--- src/rtl/rmq_pkg.sv ---
// Package for the rotation matrix to quaternion converter.
// Holds widths, pivot codes, stage types and the square root step function.
// No dependencies.
`timescale 1ns / 1ps
`default_nettype none
package rmq_pkg;

  localparam int DATA_WIDTH = 32;
  localparam int FRAC_BITS  = 30;

  localparam int DW     = DATA_WIDTH;
  localparam int TW     = DW + 2;      // radicand, signed
  localparam int PW     = DW + 1;      // off-diagonal sum or difference, signed
  localparam int NW     = 2 * DW;      // square root and divider numerator width
  localparam int RMW    = DW + 2;      // square root remainder width
  localparam int DRW    = DW + 1;      // divider remainder and denominator width
  localparam int NLANES = 3;

  localparam int IN_TDATA_W  = ((9 * DW + 7) / 8) * 8;
  localparam int OUT_TDATA_W = ((4 * DW + 7) / 8) * 8;
  localparam int OUT_TUSER_W = 3;

  localparam logic [1:0] PIV_X = 2'd0;
  localparam logic [1:0] PIV_Y = 2'd1;
  localparam logic [1:0] PIV_Z = 2'd2;

  localparam logic [DW-1:0] SAT_MAX = {1'b0, {(DW-1){1'b1}}};
  localparam logic [DW-1:0] SAT_MIN = {1'b1, {(DW-1){1'b0}}};

  typedef struct packed {
    logic                               deg;
    logic [1:0]                         pivot;
    logic [NLANES-1:0][PW-1:0]          pair;
  } side_t;

  typedef struct packed {
    logic            vld;
    logic [NW-1:0]   n;
    logic [RMW-1:0]  rem;
    logic [DW-1:0]   q;
    side_t           side;
  } sq_stage_t;

  typedef struct packed {
    logic            deg;
    logic [1:0]      pivot;
    logic [DW-1:0]   root;
  } tag_t;

  typedef struct packed {
    logic                         vld;
    logic [NLANES-1:0][NW-1:0]    num;
    logic [NLANES-1:0][DRW-1:0]   rem;
    logic [NLANES-1:0][DW-1:0]    q;
    logic [NLANES-1:0]            ovf;
    logic [NLANES-1:0]            neg;
    logic [DRW-1:0]               den;
    tag_t                         tag;
  } dv_stage_t;

  // One digit of the restoring square root: two radicand bits in, one root bit out.
  function automatic sq_stage_t sq_step(sq_stage_t a);
    logic [RMW+1:0] r;
    logic [RMW+1:0] tr;
    sq_step = a;
    r  = {a.rem, a.n[NW-1 -: 2]};
    tr = {2'b00, a.q, 2'b01};
    sq_step.n = a.n << 2;
    if (r >= tr) begin
      sq_step.rem = RMW'(r - tr);
      sq_step.q   = {a.q[DW-2:0], 1'b1};
    end else begin
      sq_step.rem = r[RMW-1:0];
      sq_step.q   = {a.q[DW-2:0], 1'b0};
    end
  endfunction

endpackage
`default_nettype wire

--- src/rtl/rmq_front.sv ---
// Front stage: pivot selection, radicand and off-diagonal pairs.
// Depends on rmq_pkg; feeds rmq_sqrt.
`timescale 1ns / 1ps
`default_nettype none
module rmq_front import rmq_pkg::*; (
  input  wire logic                  clk_i,
  input  wire logic                  rst_ni,
  input  wire logic                  en_i,
  input  wire logic                  valid_i,
  input  wire logic [IN_TDATA_W-1:0] tdata_i,
  output sq_stage_t                  stage_o
);

  localparam logic signed [TW-1:0] ONE = TW'(1) <<< FRAC_BITS;

  logic signed [TW-1:0] e [9];
  logic [1:0]           piv;
  logic signed [TW-1:0] t;
  logic signed [PW-1:0] pa, pb, pw;
  logic                 deg;
  sq_stage_t            stage_d, stage_q;

  for (genvar k = 0; k < 9; k++) begin : g_ext
    assign e[k] = signed'({{2{tdata_i[k*DW+DW-1]}}, tdata_i[k*DW +: DW]});
  end

  // Strict compares; ties fall to the later diagonal entry.
  always_comb begin
    if (e[0] > e[4]) begin
      piv = (e[0] > e[8]) ? PIV_X : PIV_Z;
    end else begin
      piv = (e[4] > e[8]) ? PIV_Y : PIV_Z;
    end
  end

  always_comb begin
    case (piv)
      PIV_X: begin
        t  = ONE + e[0] - e[4] - e[8];
        pa = PW'(e[1] + e[3]);
        pb = PW'(e[6] + e[2]);
        pw = PW'(e[7] - e[5]);
      end
      PIV_Y: begin
        t  = ONE + e[4] - e[8] - e[0];
        pa = PW'(e[1] + e[3]);
        pb = PW'(e[5] + e[7]);
        pw = PW'(e[2] - e[6]);
      end
      default: begin
        t  = ONE + e[8] - e[0] - e[4];
        pa = PW'(e[6] + e[2]);
        pb = PW'(e[5] + e[7]);
        pw = PW'(e[3] - e[1]);
      end
    endcase
    deg = t[TW-1] || (t == '0);
  end

  always_comb begin
    stage_d                = '0;
    stage_d.vld            = valid_i;
    stage_d.n              = deg ? '0 : ({{(DW-1){1'b0}}, t[DW:0]} << FRAC_BITS);
    stage_d.side.deg       = deg;
    stage_d.side.pivot     = piv;
    stage_d.side.pair[0]   = pa;
    stage_d.side.pair[1]   = pb;
    stage_d.side.pair[2]   = pw;
  end

  always_ff @(posedge clk_i or negedge rst_ni) begin
    if (!rst_ni) begin
      stage_q <= '0;
    end else if (en_i) begin
      stage_q <= stage_d;
    end
  end

  assign stage_o = stage_q;

endmodule
`default_nettype wire

--- config.mk ---
export PLATFORM = sky130hd
export DESIGN_NAME = rmq_front
export DESIGN_NICKNAME = d
export VERILOG_FILES = /design/src/rtl/rmq_pkg.sv /design/src/rtl/rmq_front.sv
export SDC_FILE = /design/constraint.sdc
export NUM_CORES = 1
export LEC_CHECK = 0
export BUFFER_PORTS_ARGS = -buffer_cell sky130_fd_sc_hd__buf_4
export CAP_MARGIN = 10
export CORE_MARGIN = 3
export CORE_UTILIZATION = 55
export DETAILED_ROUTE_END_ITERATION = 8
export PLACE_DENSITY_LB_ADDON = 0.12
export SETUP_SLACK_MARGIN = 0.15
export SYNTH_ARGS = -nofsm -noshare
export SYNTH_HDL_FRONTEND = slang
export SYNTH_SLANG_ARGS = --single-unit
export TNS_END_PERCENT = 30
--- constraint.sdc ---
create_clock -name clk_i -period 3.3 [get_ports clk_i]
set_clock_uncertainty 0.2 [all_clocks]
set_input_delay 0.33 -clock clk_i [delete_from_list [all_inputs] [get_ports clk_i]]
set_output_delay 0.33 -clock clk_i [all_outputs]
set_load 0.005 [all_outputs]
==> Word level (Yosys, flattened, before mapping) <==
Index checks and enable logic that the tools add are counted.
{ "totals": {"n_memories": 0, "register_bits": 167, "ramBits": 0, "in_bits": 292, "elab_cells": 38, "rom_bits": 0, "out_inout_bits": 233, "latch_bits": 0} }
{ "op_classes": {"order_cmp": 3, "n_div": 0, "multipliers": 0, "addsub": 15, "mux": 8, "eq_ne": 1, "n_bitwise": 0, "shift": 0, "reduce_logical": 4} }
{ "op_table": {"columns": ["cell", "count"], "rows": [
  ["$sub A33 B32 Y34", 3],
  ["$sub A34 B32 Y34", 3],
  ["$add A32 B32 Y33", 3],
  ["$add A32 B32 Y33 const A", 3],
  ["$sub A32 B32 Y33", 3],
  ["$gt A32 B32 Y1", 3],
  ["$pmux W34 S2", 1],
  ["$mux W33", 2],
  ["$pmux W33 S2", 1],
  ["$mux W63", 1],
  ["$logic_not A34 Y1", 1],
  ["$mux W2", 3],
  ["$eq A2 B1 Y1 const B", 1],
  ["$logic_not A2 Y1", 1],
  ["$reduce_or A2 Y1", 1],
  ["$logic_or A1 B1 Y1", 1]
]} }

==> Longest topological paths before layout <==
{ "depth": {"depth_word": 8, "depth_mapped": 20, "mapped_depth_nobuf": 20} }

==> Worst setup path after synthesis <==
No wires, ideal clock.
{ "synth_path": {"path_type": "input -> register", "start": "input port tdata_i[3]", "end": "register stage_q (netlist bit stage_o[216])", "required_time_ns": 3.022, "n_path_buf": 1, "slack_ns": -1.427, "t_arrival_ns": 4.449, "setup_ns": 0.078, "cell_stages": 19, "path_cell_list": "inv_1 fa_1 inv_1 ha_1 ha_1 a211oi_2 o21ai_1 o211ai_1 a21oi_1 o21a_1 a221oi_4 o21ai_1 a2111oi_2 o41ai_1 a21oi_1 mux2i_1 o2111ai_2 buf_2 o2bb2ai_1"} }
{ "synth_between": {"elab_chain_len": 8, "word_cells_on_any_way": 16, "cone_classes": "add/sub: 6; order compare: 2; eq/ne: 1; mux: 4; reduce/logical: 3"} }
{ "synth_lines": {"columns": ["element", "line_no", "text"], "rows": [
  ["start: declaration", "rmq_front.sv:10", "input wire logic [IN_TDATA_W-1:0] tdata_i,"],
  ["branches (longest 4 deep; another with $sub A33 B32 Y34)", null, null],
  ["$pmux W34 S2 (*)", "rmq_front.sv:37", "case (piv)"],
  ["$logic_not A34 Y1", "rmq_front.sv:57", "deg = t[TW-1] || (t == '0);"],
  ["$logic_or A1 B1 Y1", "rmq_front.sv:57", null],
  ["$mux W63 (*)", "rmq_front.sv:63", "stage_d.n = deg ? '0 : ({{(DW-1){1'b0}}, t[DW:0]} << FRAC_BITS);"],
  ["end signal: assignment", "rmq_front.sv:75", "stage_q <= stage_d;"],
  ["end: declaration", "rmq_front.sv:21", "sq_stage_t stage_d, stage_q;"]
]} }
Every way passes the cells marked *.
A chain may end at the register's enable or synchronous reset.

==> Worst setup path after layout <==
{ "layout_path": {"start": "input port tdata_i[134]", "end": "register stage_q (netlist bit stage_o[101])"} }
{ "layout_between": {"elab_chain_len": 7, "word_cells_on_any_way": 15, "cone_classes": "add/sub: 6; order compare: 2; eq/ne: 1; mux: 3; reduce/logical: 3"} }
{ "layout_lines": {"columns": ["element", "line_no"], "rows": [
  ["branches (longest 4 deep; another with $sub A33 B32 Y34)", null],
  ["$pmux W34 S2 (*)", "rmq_front.sv:37"],
  ["$logic_not A34 Y1", "rmq_front.sv:57"],
  ["$logic_or A1 B1 Y1 (*)", "rmq_front.sv:57"]
]} }
Marks and branches as above.

==> out/results.ini <==
[final_layout]
drive_gt1_frac = 0.356
finalInstanceArea_mm2 = 0.0423
nets = 5870
synthToLayoutAreaGrowth_pct = 46.6
largest_register_ffs = 136

[routing]
dr.first_iter.drc_count = 2743
wl_per_cell_um = 20.5
viasPerCell = 5.73
drc_errors = 0
num_vias = 32100
ant_nets = 0
drt_wl_total_um = 115000
dr.pass1.iters = 9

[yosys]
yosys_warnings = 0
synth_top_family_by_area = adder cells
synth-edff-count = 0
synth_area_per_cell_um2 = 7.98
muxShareOfSynthArea = 0.0259
synth-compound-area-share = 0.226
synth_fa_ha_area_frac = 0.319
ys_seq_area_frac = 0.118
synth_area_mm2 = 0.0289
synth.distinct_cells = 101
ys_async_sr_fraction = 1.00
synth_common_cells = ha_1, inv_1, a21oi_1
synth_area_leader_cell = ha_1
ys_ff_latch = 136
synth_most_common_cell = ha_1
synth.area.top_cells = ha_1, dfrtp_1, fa_1
synthXorXnorAreaFrac = 0.0680
yosys.area_share.simple = 0.137
ys.flop_type = dfrtp_1
synthCells = 3616
synth_top_area_share = 0.246

[run_status]
violations = setup timing
status = finished with violations

[critical_path]
crit_path_frequent_cell = buf_4
cp-end-kind = flop
cpPeakStageDelay_ns = 0.56
critPathArrivalTime_ns = 4.87
cp_max_fo = 3
worstPathBufferInverterCount = 10
path_class = in -> reg
critPathSlowestCell = fa_1
cp_top_family = buffers and inverters
cp.required_ns = 3.52
start_kind = input port

[clocking]
cts_tree = built
cts_root_buf = clkbuf_16
clockBufferDepth = 2
cts-buffers-inserted = 17
clkTransAtPathRegs_ns = 0.07
clock_latency_ns = 0.48
h-tree-depth = 4
cts_num_sinks = 136

[timing]
worst_pin_slew_ns = 0.906
rsz0062_at_grt = true
setup_slack_ns = -1.35
hold_viol_final = 0
max-slew-margin-rel = 0.396
slew_viol_final = 0
fin_crit_ns = 4.65
fin_crit_sh = 1.41
final-setup-viol-count = 131
max_freq_ghz = 0.215

[global_route]
overflow = 0
antenna_found_initial = 7
track_usage = 0.389
grt_pass1_wl_um = 172000
grt_max_degree = 80
first_global_vias = 31800

[run]
drv_cap = 0

[floorplanning]
dieWidth_um = 235
core_mm2 = 0.0516
die_y_um = 235
die_area_mm2 = 0.0553
start_util = 0.559
rows = 83
io_pins = 525

[pwr]
total_power_w = 0.0186
ir_drop_mv = 0.409
p_leak_nw = 21.8
power_density_mw_per_mm2 = 439

[placed_design]
pre_cts_slack_ns = -1.74
port_buffers = 427
placed_area_mm2 = 0.0394
dp_hpwl_um = 89500
gp_congestion = 1.01

[hold_path]
hp-class = in -> reg

[power breakdown]
| part | switching [W] | internal [W] | total, W |
|---|---|---|---|
| logic | 0.00688 | 0.00680 | 0.0137 |
| registers | 0.000539 | 0.00221 | 0.00275 |
| clock network | 0.000906 | 0.00127 | 0.00217 |
[layout make-up]
| cell class | instances | area [um2] |
|---|---|---|
| Tap cell | 680 | 851 |
| Inverter | 488 | 1880 |
| Sequential cell | 136 | 3400 |
| Clock inverter | 14 | 196 |
| Antenna cell | 5 | 12.5 |
| Timing Repair Buffer | 1394 | 10900 |
| Multi-Input combinational cell | 2869 | 24600 |
| Clock buffer | 18 | 429 |
| Fill cell | 3355 | 9290 |
[worst register-to-register path: stages, from the launching register on]
cell and delay (ns):
dfrtp_1 0.42, nor2_1 0.12, or2_2 0.30, a211oi_1 0.19
o211ai_1 0.11, nor4_1 0.26, buf_4 0.17, nand4_1 0.13
nor4_2 0.24, o2bb2ai_2 0.13
[layer usage]
metal / vias up / share of wire / global-route usage
li1: 14900 / - / -
met1: 15200 / 0.39 / 0.482
met2: 1622 / 0.46 / 0.639
met3: 435 / 0.081 / 0.0685
met4: 4 / 0.066 / 0.225
met5: - / 0.00027 / 0
[stage by stage]
stage | hold WS (ns) | instances | TNS (ns) | util
4_1_cts | 0.00402 | 5576 | -44.73 | 0.805
3_5_place_dp | 0.133 | 5497 | -161.57 | 0.764
5_1_grt | 0.00647 | 5603 | -85.71 | 0.820
6_report | 0.0188 | 5604 | -66.26 | 0.820
2_1_floorplan | -0.166 | 3712 | -37.50 | -
3_3_place_gp | 0.135 | 5497 | -149.72 | 0.764
[worst paths after layout]
path,start,slack (ns),depth (start not counted),endpoint
worst max-delay path,tdata_i[134],-1.35,26,stage_o[101]
worst min-delay path,en_i,0.02,3,stage_o[101]
worst max register to register,stage_o[101],0.96,9,stage_o[101]
worst min register to register,stage_o[30],0.28,1,stage_o[30]
max in group asynchronous,rst_ni,1.87,3,stage_o[212]
min in group asynchronous,rst_ni,0.18,2,stage_o[30]
[cell usage in the layout, fill, tap and decap left out, types with 49 or more instances in the layout]
cell type / count
ha_4: 52
o21bai_1: 51
a21o_1: 72
nand3_1: 49
buf_4: 1343
nor3_1: 56
mux2i_1: 50
inv_1: 454
nor2b_1: 54
fa_1: 98
nand2_1: 155
ha_1: 508
xor2_1: 57
o21ai_0: 130
a21oi_1: 267
nor2_1: 283
conb_1: 97
dfrtp_1: 136
xnor2_1: 163
[cell families after synthesis]
family | after synthesis
buf+inv | 707
compound gates | 992
other cells | 1
simple gates | 812
fa+ha+maj | 672
mux | 72
xor+xnor | 224
flops | 136
[repair_timing]
item                                   CTS  global route
pin swaps                               72            57
setup endpoints to repair              135           134
cloned                                   5             1
endpoints found under the hold margin   46             0
buffers inserted                        40            22
resized for setup                      194           129
hold buffers                             2             0
Note: power is estimated with default switching activity, not from simulation.
